**src/rtl/core/assert_macros.svh**
```systemverilog
// Assertion macros for the RTL files that check themselves.
`ifndef ASSERT_MACROS_SVH
`define ASSERT_MACROS_SVH

// Implication checked on every rising clk edge outside reset.
`define ASSERT_IMPLY(label, lhs, rhs, msg) \
  label: assert property (@(posedge clk) disable iff (rst) (lhs) |-> (rhs)) else $error(msg);

// Next-cycle implication checked outside reset.
`define ASSERT_NEXT(label, lhs, rhs, msg) \
  label: assert property (@(posedge clk) disable iff (rst) (lhs) |=> (rhs)) else $error(msg);

`endif

```
**src/rtl/core/hsdp_pkg.sv**
```systemverilog
// Shared types, constants and functions of the SPS dimension parser.
package hsdp_pkg;

  localparam int DIM_BITS = 16;
  localparam logic [4:0] GOLOMB_ZERO_CAP = 5'd31;
  localparam int QDEPTH = 4;
  localparam int QPTR_W = $clog2(QDEPTH);
  localparam int CALC_W = 40;
  localparam logic signed [CALC_W-1:0] DIM_LIM = CALC_W'((64'd1 << DIM_BITS) - 64'd1);
  localparam logic [4:0] NAL_TYPE_SPS = 5'd7;
  localparam logic [7:0] EMUL_BYTE = 8'h03;
  localparam logic [7:0] SCALE_INIT = 8'd8;

  typedef enum logic [2:0] {
    HP_START, HP_ZERO1, HP_ZERO2, HP_ZERO3, HP_HEADER, HP_BODY, HP_FAIL
  } hphase_t;

  typedef enum logic [5:0] {
    ST_PROFILE, ST_CONSTRAINT, ST_LEVEL, ST_SPS_ID, ST_CHROMA, ST_SEP_PLANE,
    ST_DEPTH_L, ST_DEPTH_C, ST_BYPASS, ST_MATRIX, ST_LIST_FLAG, ST_DELTA,
    ST_LOG2_FN, ST_POC_TYPE, ST_POC_LSB, ST_DPIC_FLAG, ST_OFF_NONREF,
    ST_OFF_TB, ST_CYCLE_N, ST_CYCLE_OFF, ST_MAX_REF, ST_GAPS, ST_WIDTH,
    ST_HEIGHT, ST_FMO, ST_MBAFF, ST_DIRECT, ST_CROP_FLAG, ST_CROP_L,
    ST_CROP_R, ST_CROP_T, ST_CROP_B, ST_DONE
  } step_t;

  typedef enum logic [2:0] {
    B_IDLE, B_BITS, B_END, B_PAD, B_CALC, B_SUB, B_OUT
  } bstate_t;

  typedef struct packed {
    logic [7:0] data;
    logic       feed;
    logic       last;
    logic       body;
  } q_entry_t;

  function automatic logic [4:0] fixed_width(input step_t s);
    case (s)
      ST_PROFILE, ST_CONSTRAINT, ST_LEVEL: fixed_width = 5'd8;
      ST_SEP_PLANE, ST_BYPASS, ST_MATRIX, ST_LIST_FLAG, ST_DPIC_FLAG, ST_GAPS,
      ST_FMO, ST_MBAFF, ST_DIRECT, ST_CROP_FLAG: fixed_width = 5'd1;
      default: fixed_width = 5'd0;
    endcase
  endfunction

  function automatic logic high_profile(input logic [7:0] p);
    high_profile = p inside {8'd100, 8'd110, 8'd122, 8'd244, 8'd44, 8'd83, 8'd86,
                             8'd118, 8'd128, 8'd138, 8'd139, 8'd134, 8'd135};
  endfunction

endpackage

```
**src/rtl/core/hsdp_front.sv**
```systemverilog
// Front end: start code and NAL header checks, emulation-prevention removal.
module hsdp_front
  import hsdp_pkg::*;
(
  input  logic       clk,
  input  logic       rst,
  input  logic       in_valid,
  input  logic [7:0] nal_byte,
  input  logic       last_byte,
  input  logic       q_full,
  output logic       in_stall,
  output logic       q_push,
  output q_entry_t   push_entry
);

  hphase_t    hp, hp_next, hp_after;
  logic [1:0] zero_run, zero_run_next, zr_after;
  logic       accept, emul;

  assign accept = in_valid && !q_full;
  assign emul = (hp == HP_BODY) && (zero_run >= 2'd2) && (nal_byte == EMUL_BYTE);

  always_comb begin
    hp_after = hp;
    case (hp)
      HP_START: begin
        if (nal_byte != 8'd0) begin
          hp_after = (nal_byte[4:0] == NAL_TYPE_SPS && !last_byte) ? HP_BODY : HP_FAIL;
        end else begin
          hp_after = HP_ZERO1;
        end
      end
      HP_ZERO1: hp_after = (nal_byte == 8'd0) ? HP_ZERO2 : HP_FAIL;
      HP_ZERO2: begin
        if (nal_byte == 8'd1) hp_after = HP_HEADER;
        else hp_after = (nal_byte == 8'd0) ? HP_ZERO3 : HP_FAIL;
      end
      HP_ZERO3: hp_after = (nal_byte == 8'd1) ? HP_HEADER : HP_FAIL;
      HP_HEADER: begin
        hp_after = (nal_byte[4:0] == NAL_TYPE_SPS && !last_byte) ? HP_BODY : HP_FAIL;
      end
      HP_BODY: hp_after = HP_BODY;
      default: hp_after = HP_FAIL;
    endcase
  end

  always_comb begin
    zr_after = zero_run;
    if (hp == HP_BODY) begin
      if (emul) zr_after = 2'd0;
      else if (nal_byte == 8'd0) zr_after = (zero_run < 2'd2) ? zero_run + 2'd1 : 2'd2;
      else zr_after = 2'd0;
    end
    hp_next = hp;
    zero_run_next = zero_run;
    if (accept) begin
      hp_next = last_byte ? HP_START : hp_after;
      zero_run_next = last_byte ? 2'd0 : zr_after;
    end
  end

  always_comb begin
    in_stall = q_full;
    q_push = accept;
    push_entry.data = nal_byte;
    push_entry.feed = (hp == HP_BODY) && !emul;
    push_entry.last = last_byte;
    push_entry.body = (hp_after == HP_BODY);
  end

  always_ff @(posedge clk) begin
    if (rst) begin
      hp <= HP_START;
      zero_run <= 2'd0;
    end else begin
      hp <= hp_next;
      zero_run <= zero_run_next;
    end
  end

endmodule

```
**src/rtl/core/hsdp_queue.sv**
```systemverilog
// Short queue of classified byte beats between the front and back ends.
module hsdp_queue
  import hsdp_pkg::*;
(
  input  logic     clk,
  input  logic     rst,
  input  logic     push,
  input  q_entry_t push_entry,
  input  logic     pop,
  output q_entry_t head,
  output logic     full,
  output logic     empty
);

  q_entry_t          slots [QDEPTH];
  logic [QPTR_W-1:0] wr_ptr, rd_ptr;
  logic [QPTR_W:0]   count;

  assign full = (count == (QPTR_W+1)'(QDEPTH));
  assign empty = (count == '0);
  assign head = slots[rd_ptr];

  always_ff @(posedge clk) begin
    if (push) slots[wr_ptr] <= push_entry;
  end

  always_ff @(posedge clk) begin
    if (rst) begin
      wr_ptr <= '0;
      rd_ptr <= '0;
      count <= '0;
    end else begin
      if (push) wr_ptr <= wr_ptr + 1'b1;
      if (pop) rd_ptr <= rd_ptr + 1'b1;
      count <= count + (QPTR_W+1)'(push) - (QPTR_W+1)'(pop);
    end
  end

endmodule

```
**src/rtl/core/hsdp_back.sv**
```systemverilog
// Back end: bit-serial SPS syntax parser, dimension arithmetic and result register.
module hsdp_back
  import hsdp_pkg::*;
(
  input  logic        clk,
  input  logic        rst,
  input  q_entry_t    head,
  input  logic        q_empty,
  output logic        q_pop,
  input  logic        out_stall,
  output logic        out_valid,
  output logic        ok,
  output logic [15:0] luma_width,
  output logic [15:0] luma_height
);

  bstate_t state, state_next;
  q_entry_t cur;
  logic [2:0] bitcnt;
  logic good;

  step_t step, step_n, tgt;
  logic [4:0]  gzc, gzc_n, bl, bl_n, fw;
  logic [31:0] acc, acc_n, v, loop_cnt, loop_n;
  logic [7:0]  profile, profile_n, scale_last, scale_last_n, vh8, d8, nxt;
  logic [1:0]  chroma, chroma_n;
  logic [3:0]  li, li_n, li_inc;
  logic        suf, suf_n, done;
  logic [31:0] sf [7];
  logic [31:0] sf_n [7];

  logic feed_en, feed_b, out_load;
  logic signed [CALC_W-1:0] bw, cwr, bh, chr, w_r, h_r;
  logic [32:0] s0p, s1p, sum34, sum56;
  logic        fields2, sw2, sh2, res_ok;

  // One Exp-Golomb or fixed-width bit step of the syntax parser.
  always_comb begin
    step_n = step; gzc_n = gzc; bl_n = bl; acc_n = acc; suf_n = suf;
    profile_n = profile; chroma_n = chroma; loop_n = loop_cnt;
    scale_last_n = scale_last; li_n = li;
    for (int i = 0; i < 7; i++) sf_n[i] = sf[i];
    done = 1'b0; v = '0; tgt = step;
    fw = fixed_width(step);
    li_inc = li + 4'd1;
    vh8 = 8'h00; d8 = 8'h00; nxt = 8'h00;
    if (feed_en && step != ST_DONE) begin
      if (fw != 5'd0) begin
        acc_n = {acc[30:0], feed_b};
        bl_n = bl - 5'd1;
        if (bl == 5'd1) begin
          done = 1'b1;
          v = acc_n;
        end
      end else if (!suf) begin
        if (!feed_b && gzc < GOLOMB_ZERO_CAP) begin
          gzc_n = gzc + 5'd1;
        end else if (gzc == 5'd0) begin
          done = 1'b1;
        end else begin
          suf_n = 1'b1;
          bl_n = gzc;
          acc_n = '0;
        end
      end else begin
        acc_n = {acc[30:0], feed_b};
        bl_n = bl - 5'd1;
        if (bl == 5'd1) begin
          done = 1'b1;
          v = ((32'd1 << gzc) - 32'd1) + acc_n;
        end
      end
      if (done) begin
        vh8 = v[8:1];
        d8 = v[0] ? vh8 + 8'd1 : ~vh8 + 8'd1;
        nxt = scale_last + d8;
        case (step)
          ST_PROFILE: begin
            profile_n = v[7:0];
            tgt = ST_CONSTRAINT;
          end
          ST_CONSTRAINT: tgt = ST_LEVEL;
          ST_LEVEL: tgt = ST_SPS_ID;
          ST_SPS_ID: tgt = high_profile(profile) ? ST_CHROMA : ST_LOG2_FN;
          ST_CHROMA: begin
            chroma_n = (v > 32'd3) ? 2'd0 : v[1:0];
            tgt = (chroma_n == 2'd3) ? ST_SEP_PLANE : ST_DEPTH_L;
          end
          ST_SEP_PLANE: tgt = ST_DEPTH_L;
          ST_DEPTH_L: tgt = ST_DEPTH_C;
          ST_DEPTH_C: tgt = ST_BYPASS;
          ST_BYPASS: tgt = ST_MATRIX;
          ST_MATRIX: begin
            li_n = 4'd0;
            tgt = (v != 32'd0) ? ST_LIST_FLAG : ST_LOG2_FN;
          end
          ST_LIST_FLAG: begin
            if (v != 32'd0) begin
              scale_last_n = SCALE_INIT;
              loop_n = '0;
              tgt = ST_DELTA;
            end else begin
              li_n = li_inc;
              tgt = (li_inc < ((chroma != 2'd3) ? 4'd8 : 4'd12)) ? ST_LIST_FLAG : ST_LOG2_FN;
            end
          end
          ST_DELTA: begin
            if (nxt != 8'd0) scale_last_n = nxt;
            loop_n = loop_cnt + 32'd1;
            if (nxt == 8'd0 || loop_n >= ((li < 4'd6) ? 32'd16 : 32'd64)) begin
              li_n = li_inc;
              tgt = (li_inc < ((chroma != 2'd3) ? 4'd8 : 4'd12)) ? ST_LIST_FLAG : ST_LOG2_FN;
            end else begin
              tgt = ST_DELTA;
            end
          end
          ST_LOG2_FN: tgt = ST_POC_TYPE;
          ST_POC_TYPE: begin
            if (v == 32'd0) tgt = ST_POC_LSB;
            else tgt = (v == 32'd1) ? ST_DPIC_FLAG : ST_MAX_REF;
          end
          ST_POC_LSB: tgt = ST_MAX_REF;
          ST_DPIC_FLAG: tgt = ST_OFF_NONREF;
          ST_OFF_NONREF: tgt = ST_OFF_TB;
          ST_OFF_TB: tgt = ST_CYCLE_N;
          ST_CYCLE_N: begin
            loop_n = v;
            tgt = (v == 32'd0) ? ST_MAX_REF : ST_CYCLE_OFF;
          end
          ST_CYCLE_OFF: begin
            loop_n = loop_cnt - 32'd1;
            tgt = (loop_n == 32'd0) ? ST_MAX_REF : ST_CYCLE_OFF;
          end
          ST_MAX_REF: tgt = ST_GAPS;
          ST_GAPS: tgt = ST_WIDTH;
          ST_WIDTH: begin
            sf_n[0] = v;
            tgt = ST_HEIGHT;
          end
          ST_HEIGHT: begin
            sf_n[1] = v;
            tgt = ST_FMO;
          end
          ST_FMO: begin
            sf_n[2] = {31'd0, v[0]};
            tgt = v[0] ? ST_DIRECT : ST_MBAFF;
          end
          ST_MBAFF: tgt = ST_DIRECT;
          ST_DIRECT: tgt = ST_CROP_FLAG;
          ST_CROP_FLAG: tgt = v[0] ? ST_CROP_L : ST_DONE;
          ST_CROP_L: begin
            sf_n[3] = v;
            tgt = ST_CROP_R;
          end
          ST_CROP_R: begin
            sf_n[4] = v;
            tgt = ST_CROP_T;
          end
          ST_CROP_T: begin
            sf_n[5] = v;
            tgt = ST_CROP_B;
          end
          ST_CROP_B: begin
            sf_n[6] = v;
            tgt = ST_DONE;
          end
          default: tgt = ST_DONE;
        endcase
        step_n = tgt;
        acc_n = '0;
        gzc_n = '0;
        suf_n = 1'b0;
        bl_n = fixed_width(tgt);
      end
    end
  end

  always_comb begin
    state_next = state;
    case (state)
      B_IDLE: begin
        if (!q_empty) begin
          if (head.feed) state_next = B_BITS;
          else if (head.last) state_next = B_END;
        end
      end
      B_BITS: begin
        if (bitcnt == 3'd7) state_next = cur.last ? B_END : B_IDLE;
      end
      B_END: begin
        state_next = (cur.body && step >= ST_CROP_L) ? B_PAD : B_OUT;
      end
      B_PAD: if (step == ST_DONE) state_next = B_CALC;
      B_CALC: state_next = B_SUB;
      B_SUB: state_next = B_OUT;
      B_OUT: if (out_load) state_next = B_IDLE;
      default: state_next = B_IDLE;
    endcase
  end

  always_comb begin
    q_pop = (state == B_IDLE) && !q_empty;
    feed_en = (state == B_BITS) || (state == B_PAD);
    feed_b = (state == B_BITS) ? cur.data[3'd7 - bitcnt] : 1'b0;
    out_load = (state == B_OUT) && (!out_valid || !out_stall);
  end

  always_ff @(posedge clk) begin
    if (rst) begin
      state <= B_IDLE;
      out_valid <= 1'b0;
    end else begin
      state <= state_next;
      if (out_load) out_valid <= 1'b1;
      else if (!out_stall) out_valid <= 1'b0;
    end
  end

  always_ff @(posedge clk) begin
    if (q_pop) begin
      cur <= head;
      bitcnt <= 3'd0;
    end else if (state == B_BITS) begin
      bitcnt <= bitcnt + 3'd1;
    end
    if (state == B_END) good <= cur.body && step >= ST_CROP_L;
  end

  // Parser state returns to its start values after every result.
  always_ff @(posedge clk) begin
    if (rst || out_load) begin
      step <= ST_PROFILE;
      gzc <= '0;
      bl <= fixed_width(ST_PROFILE);
      acc <= '0;
      suf <= 1'b0;
      profile <= '0;
      chroma <= 2'd1;
      loop_cnt <= '0;
      scale_last <= SCALE_INIT;
      li <= '0;
      for (int i = 0; i < 7; i++) sf[i] <= '0;
    end else begin
      step <= step_n;
      gzc <= gzc_n;
      bl <= bl_n;
      acc <= acc_n;
      suf <= suf_n;
      profile <= profile_n;
      chroma <= chroma_n;
      loop_cnt <= loop_n;
      scale_last <= scale_last_n;
      li <= li_n;
      for (int i = 0; i < 7; i++) sf[i] <= sf_n[i];
    end
  end

  // Multiplications by 16, 2 and field count reduce to shifts.
  assign s0p = {1'b0, sf[0]} + 33'd1;
  assign s1p = {1'b0, sf[1]} + 33'd1;
  assign sum34 = {1'b0, sf[3]} + {1'b0, sf[4]};
  assign sum56 = {1'b0, sf[5]} + {1'b0, sf[6]};
  assign fields2 = (sf[2][0] == 1'b0);
  assign sw2 = (chroma == 2'd1) || (chroma == 2'd2);
  assign sh2 = (chroma == 2'd1);

  always_ff @(posedge clk) begin
    if (state == B_CALC) begin
      bw <= {3'd0, s0p, 4'd0};
      cwr <= sw2 ? {6'd0, sum34, 1'b0} : {7'd0, sum34};
      bh <= fields2 ? {2'd0, s1p, 5'd0} : {3'd0, s1p, 4'd0};
      chr <= {7'd0, sum56} << ({1'b0, sh2} + {1'b0, fields2});
    end
    if (state == B_SUB) begin
      w_r <= bw - cwr;
      h_r <= bh - chr;
    end
  end

  assign res_ok = good && (w_r >= 2) && (h_r >= 2) && (w_r <= DIM_LIM) && (h_r <= DIM_LIM);

  always_ff @(posedge clk) begin
    if (out_load) begin
      ok <= res_ok;
      luma_width <= res_ok ? w_r[15:0] : 16'd0;
      luma_height <= res_ok ? h_r[15:0] : 16'd0;
    end
  end

endmodule

```
**src/rtl/core/h264_sps_dimension_parser.sv**
```systemverilog
// Top level of the H.264 SPS dimension parser.
// Each byte beat passes the front end combinationally into the queue; in the back end the
// syntax parser consumes one bit per cycle of a payload beat and pops the next beat only after all eight bits.
// On the last byte, zero bits pad out missing cropping fields, then the B_CALC and B_SUB
// arithmetic stages run before the result beat; a 4-beat queue decouples the ends.
// Reset (rst, synchronous) empties the queue, clears the result valid flag and restarts the parse.
`include "assert_macros.svh"
module h264_sps_dimension_parser
  import hsdp_pkg::*;
(
  input  logic        clk,
  input  logic        rst,
  input  logic        in_valid,
  output logic        in_stall,
  input  logic [7:0]  nal_byte,
  input  logic        last_byte,
  output logic        out_valid,
  input  logic        out_stall,
  output logic        ok,
  output logic [15:0] luma_width,
  output logic [15:0] luma_height
);

  q_entry_t push_entry, head;
  logic     q_push, q_pop, q_full, q_empty;

  hsdp_front u_front (
    .clk(clk), .rst(rst), .in_valid(in_valid), .nal_byte(nal_byte),
    .last_byte(last_byte), .q_full(q_full), .in_stall(in_stall),
    .q_push(q_push), .push_entry(push_entry)
  );

  hsdp_queue u_queue (
    .clk(clk), .rst(rst), .push(q_push), .push_entry(push_entry), .pop(q_pop),
    .head(head), .full(q_full), .empty(q_empty)
  );

  hsdp_back u_back (
    .clk(clk), .rst(rst), .head(head), .q_empty(q_empty), .q_pop(q_pop),
    .out_stall(out_stall), .out_valid(out_valid), .ok(ok),
    .luma_width(luma_width), .luma_height(luma_height)
  );

  `ASSERT_IMPLY(a_no_overflow, q_push, !q_full, "push into a full queue")
  `ASSERT_IMPLY(a_no_underflow, q_pop, !q_empty, "pop from an empty queue")
  `ASSERT_IMPLY(a_ok_dims, out_valid && ok, luma_width >= 16'd2 && luma_height >= 16'd2, "ok result with too small dimensions")
  `ASSERT_IMPLY(a_fail_zero, out_valid && !ok, luma_width == 16'd0 && luma_height == 16'd0, "failed result with nonzero dimensions")

endmodule

```
**config.mk**
```make
export PLATFORM = sky130hd
export DESIGN_NAME = h264_sps_dimension_parser
export DESIGN_NICKNAME = d
export VERILOG_FILES = /design/src/rtl/core/hsdp_pkg.sv /design/src/rtl/core/hsdp_front.sv /design/src/rtl/core/hsdp_queue.sv /design/src/rtl/core/hsdp_back.sv /design/src/rtl/core/h264_sps_dimension_parser.sv
export VERILOG_INCLUDE_DIRS = /design/src /design/src/rtl/core
export SDC_FILE = /design/constraint.sdc
export NUM_CORES = 2
export LEC_CHECK = 0
export BUFFER_PORTS_ARGS = -buffer_cell sky130_fd_sc_hd__buf_2
export CORE_ASPECT_RATIO = 1.1
export CORE_MARGIN = 2
export CORE_UTILIZATION = 65
export CTS_CLUSTER_SIZE = 16
export DETAILED_ROUTE_END_ITERATION = 7
export PLACE_DENSITY = 0.9
export SLEW_MARGIN = 20
export SYNTH_ARGS = -nofsm -noshare
export SYNTH_HDL_FRONTEND = slang
export SYNTH_SLANG_ARGS = --single-unit
export TNS_END_PERCENT = 1
```
**constraint.sdc**
```tcl
create_clock -name clk -period 11.8 [get_ports clk]
set_input_delay 2.95 -clock clk [delete_from_list [all_inputs] [get_ports clk]]
set_output_delay 2.95 -clock clk [all_outputs]
set_load 0.1 [all_outputs]
```
After elaboration in Yosys (flattened, before gate mapping)
Memory sizes are Yosys's and may differ from the RTL's. A register that Yosys moved wholly into a read port is not among the register bits.
Cells that the tools add are included.
W data, S select, Z words.
- flip-flop bits (word level): 398
- memory bits (writable): 268
- bits in read-only memories: 128
- logic and storage cells: 339
- memories: 4
- memories (name ; depth ; width ; rd ports ; clocked after memory_dff ; write ports ; line ; source):
    u_back.sf ; 7 ; 32 ; 7 ; 0 ; 7 ; hsdp_back.sv:29 ; logic [31:0] sf [7];
    (no name shown) ; 32 ; 2 ; 1 ; 1 ; 0 ; hsdp_pkg.sv:39 ; case (s)
    (no name shown) ; 32 ; 2 ; 1 ; 0 ; 0 ; hsdp_pkg.sv:39 ;
    u_queue.slots ; 4 ; 11 ; 1 ; 1 ; 1 ; hsdp_queue.sv:15 ; q_entry_t slots [QDEPTH];
- add/subtract/negate cells: 24
- magnitude comparators: 13
- equal/unequal tests: 83
- shift-type cells: 2
- mux-type cells: 113
- bitwise logic cells: 9
- reduce and logical (&&, ||, !) cells: 56
- operators with widths (kind ; number):
    $mux W32 ; 20
    $mux W224 ; 2
    $pmux W6 S31 ; 1
    $mux W31 ; 5
    $pmux W32 S4 ; 1
    $eq A6 B5 Y1 const B ; 16
    $ge A40 B3 Y1 const B ; 2
    $le A40 B17 Y1 const B ; 2
    $mux W5 ; 14
    $add A32 B1 Y33 const B ; 2
    $add A32 B32 Y33 ; 2
    $logic_not A32 Y1 ; 2
    $sub A32 B1 Y32 const B ; 2
    $mux W3 ; 17
    $eq A6 B4 Y1 const B ; 8
    $eq A8 B7 Y1 const B ; 6
    $eq A8 B8 Y1 const B ; 6
    $shl A33 B2 Y40 ; 1
    $sub A38 B40 Y40 ; 1
    $sub A40 B40 Y40 ; 1
    $mux W37 ; 1
    $mux W6 ; 6
    $mux W33 ; 1
    $add A32 B1 Y32 const B ; 1
    73 further kinds ; 180

Depth between registers and ports, before layout
An unclocked memory read counts as a cell.
- depth in word-level cells: 22
- mapped depth: 33
- mapped depth without buffers: 31

Hierarchy
Synthesis repeated with hierarchy kept, for this count alone.
- cells, all modules: 4209
- area, all modules: 37761.2 um^2
- modules (own cells, without submodules) (module ; instances ; cells an instance ; area an instance (um^2) ; seq. area each (um^2)):
    hsdp_back ; 1 ; 4054 ; 35281.3 ; 13923.4
    hsdp_queue ; 1 ; 99 ; 2028.2 ; 1501.4
    hsdp_front ; 1 ; 56 ; 451.7 ; 100.1

Worst setup path before layout
OpenSTA, ideal clock, no wires.
- path kind: register -> register
- from: register u_back.state[0]
- to: register u_back.bh[10], enable pin
- setup time: 0.635 ns
- arrival: 6.181 ns
- required time: 11.165 ns
- setup slack: 4.984 ns
- stages on the path, launching flop included: 3
- clock period less this slack: 6.816 ns
- cell sequence: dfxtp_1 > nand2b_1 > nor2_1
- word-level cells in the longest chain between the ends: 1
- ends and longest elaborated chain (what ; line ; source):
    start, declared ; hsdp_back.sv:17 ; bstate_t state, state_next;
    start signal, assigned ; hsdp_back.sv:213 ; state <= state_next;
    $eq A3 B3 Y1 ; hsdp_back.sv:268 ; if (state == B_CALC) begin
    end signal, assigned ; hsdp_back.sv:271 ; bh <= fields2 ? {2'd0, s1p, 5'd0} : {3'd0, s1p, 4'd0};
    end, declared ; hsdp_back.sv:33 ; logic signed [CALC_W-1:0] bw, cwr, bh, chr, w_r, h_r;
No other way between the ends.
A chain may end at the register's enable or synchronous reset.

==> results.toml <==
[placement]
globalplace.congestion = 0.986
post-dp-hpwl_um = 67800
postPlaceCellArea_mm2 = 0.0382
portBuffers = 47

[synthesis]
ys_ff_latch = 623
synth_fa_ha_area_frac = 0.0783
ys_top_cells_by_area = "edfxtp_1 (24%), dfxtp_1 (17%), ha_1 (7.6%)"
synth-simple-area-share = 0.180
ys_types = 100
syn_inst = 4183
synth-compound-area-share = 0.192
synth_enable_flop_cells = 305
yosysTopAreaCell = "edfxtp_1"
synthXorXnorAreaFrac = 0.0548
yosys_warnings = 0
avgSynthCellArea_um2 = 8.94
synth_area_mm2 = 0.0374
seq_area_frac_synth = 0.415
synth_top_area_share = 0.245
syn_nets = 4427
async_flop_share = 0
synth_top_family_by_area = "compound AO/OA/AOI/OAI gates"
synth_mux_area_frac = 0.0310
synth_flop_cell = "dfxtp_1"

[sta]
finalCritPeriodShare = 0.652
worst_slew_pin_slew_ns = 1.19
setup_viol = 0
rsz0062_at_grt = "no"
skew_ns = 0.0308
final_hold_viol_count = 0
max_freq_ghz = 0.130
tns_ns = 0
post-route-min-period_ns = 7.69
slew_viol_final = 0
relSlewSlack = 0.205

[floorplan]
initial_utilization = 0.655
die_area_mm2 = 0.0595
num_rows = 92
ioPinCount = 48
dieHeight_um = 256
core_area_mm2 = 0.0571
die_width_um = 233

[power]
ir_worst_vdd_mv = 0.167
leakagePower_nw = 15.1
powerDensity_mw_per_mm2 = 138

[drt]
drc = 0
drtPass1Iterations = 7
drt_iter0_drc = 3245
drt-vias-per-instance = 6.44
final_antenna_net_count = 0
wire_per_inst_um = 19.7
dr_total_vias = 31800
wl_um = 97100

[finish]
syn_to_final_growth_pct = 7.83
final_area_mm2 = 0.0403
drive_gt1_frac = 0.0713
diodes = 0
finalNetCount = 4373
final_common_cell = "nor2_1"
final_cell_mix = "nor2_1 (516), dfxtp_1 (317), nand2_1 (316)"

[cts]
clk_pin_slew_worst_paths_ns = 0.07
post-cts-setup-buffers = 0
cts.sink_count = 623
htree_num_levels = 2
cts_tree = "yes"
insertion_delay_ns = 0.66
clock-root-buffer = "clkbuf_16"
cts_buffer_depth = 3
hold_buffers = 0
cts_made_buffers = 60
ctsResizeCount = 0

[setup_path]
worst_setup_path_end_kind = "register"
crit_path_frequent_cell = "ha_1"
r2r_start = "u_back.bitcnt[0]"
crit_start = "u_back.bitcnt[0]"
cp.required_ns = 12.32
slowest_delay_ns = 0.94
arrival_ns = 8.21
start_kind = "register"
slowest_stage = "a21oi_1"
cp_max_fo = 11
worst-setup-path-type = "register to register"

[run]
max-cap-violations = 0

[hold_path]
hold_start = "u_back.acc[28]"
worst_hold_path_type = "register to register"

[outcome]
status = "finished, final reports clean"

[global_routing]
grt_pass1_wl_um = 154000
grt_overflow = 0
grt_pass1_vias = 29800
antenna_found_initial = 0
grt_max_degree = 102
grt.total_usage = 0.320
==> logic make-up (layout without fill, tap and decap cells) <==
group,Yosys count,after routing
AO/OA/AOI/OAI,1088,1088
XOR/XNOR,234,234
adder cells (fa/ha/maj),231,231
buffers and inverters,478,473
flip-flops,623,623
multiplexers,98,98
AND/OR/NAND/NOR,1431,1431
==> cell type report <==
cell class,count,area [µm²]
Tap cell,752,941
Sequential cell,623,15500
Timing Repair Buffer,103,701
Inverter,259,972
Multi-Input combinational cell,3082,20200
Clock buffer,72,1550
Clock inverter,39,477
Fill cell,4160,16800
==> registers in the layout (all words and copies together), names as in the netlist, 33 cells and up, named ones only <==
signal,count
u_back.bh,34
u_back.bw,33
u_back.chr,36
u_back.cwr,34
u_back.h_r,40
u_back.sf,193
u_back.w_r,40
u_queue.slots,44
==> report_power, final <==
| group | leakage [nW] | switching, W | internal [W] |
|---|---|---|---|
| clock | 0.958 | 0.000862 | 0.00114 |
| combinational | 8.76 | 0.000622 | 0.000354 |
| sequential | 5.35 | 0.0000879 | 0.00250 |
==> worst paths after layout <==
path                                  endpoint  slack [ns]  cells after the start
worst min register to register  u_back.acc[28]        0.47                      2
worst max-delay path                  register        4.11                     29
worst min-delay path            u_back.acc[28]        0.47                      2
worst max register to register        register        4.11                     29
==> layer usage <==
metal,track usage,wire length (µm)
met1,0.410,38900
met2,0.521,45100
met3,0.0461,7340
met4,0.177,5780
met5,0,0
==> synthesized netlist by cell type (35+ instances only) <==
master and n:
xnor2_1 164, edfxtp_1 305, o21ai_0 163, o21a_1 35
a211oi_1 197, mux2i_1 71, and2_1 58, clkbuf_1 196
nor2_1 525, dfxtp_1 318, ha_1 226, a31oi_1 48
xor2_1 70, a21oi_1 304, nand3_1 151, inv_1 255
nor3_1 87, nor4_1 45, nand2_1 316, a21o_1 57
==> through the flow <==
step	setup slack [ns]	util	total power (W)	std cells	hold WS (ns)
floorplan	4.98	-	0.00336	4183	0.436
global placement	4.49	0.670	0.00352	4816	0.448
detailed placement	4.32	0.670	0.00358	4816	0.455
CTS	4.24	0.705	0.00556	4927	0.471
global route	3.62	0.706	0.00577	4930	0.488
finish	4.11	0.706	0.00556	4930	0.471
==> critical path: cells and delay by family, from the launching register on <==
| family | cells | cell delay, ns |
|---|---|---|
| muxes | 2 | 0.75 |
| xor gates and xnor gates | 3 | 0.40 |
| buffers and inverters | 3 | 0.39 |
| and+or+nand+nor | 6 | 0.89 |
| DFF | 1 | 0.44 |
| AOI/OAI and AO/OA | 11 | 3.54 |
| adders and majority gates | 4 | 1.13 |
Note: power is estimated with default switching activity, not from simulation.
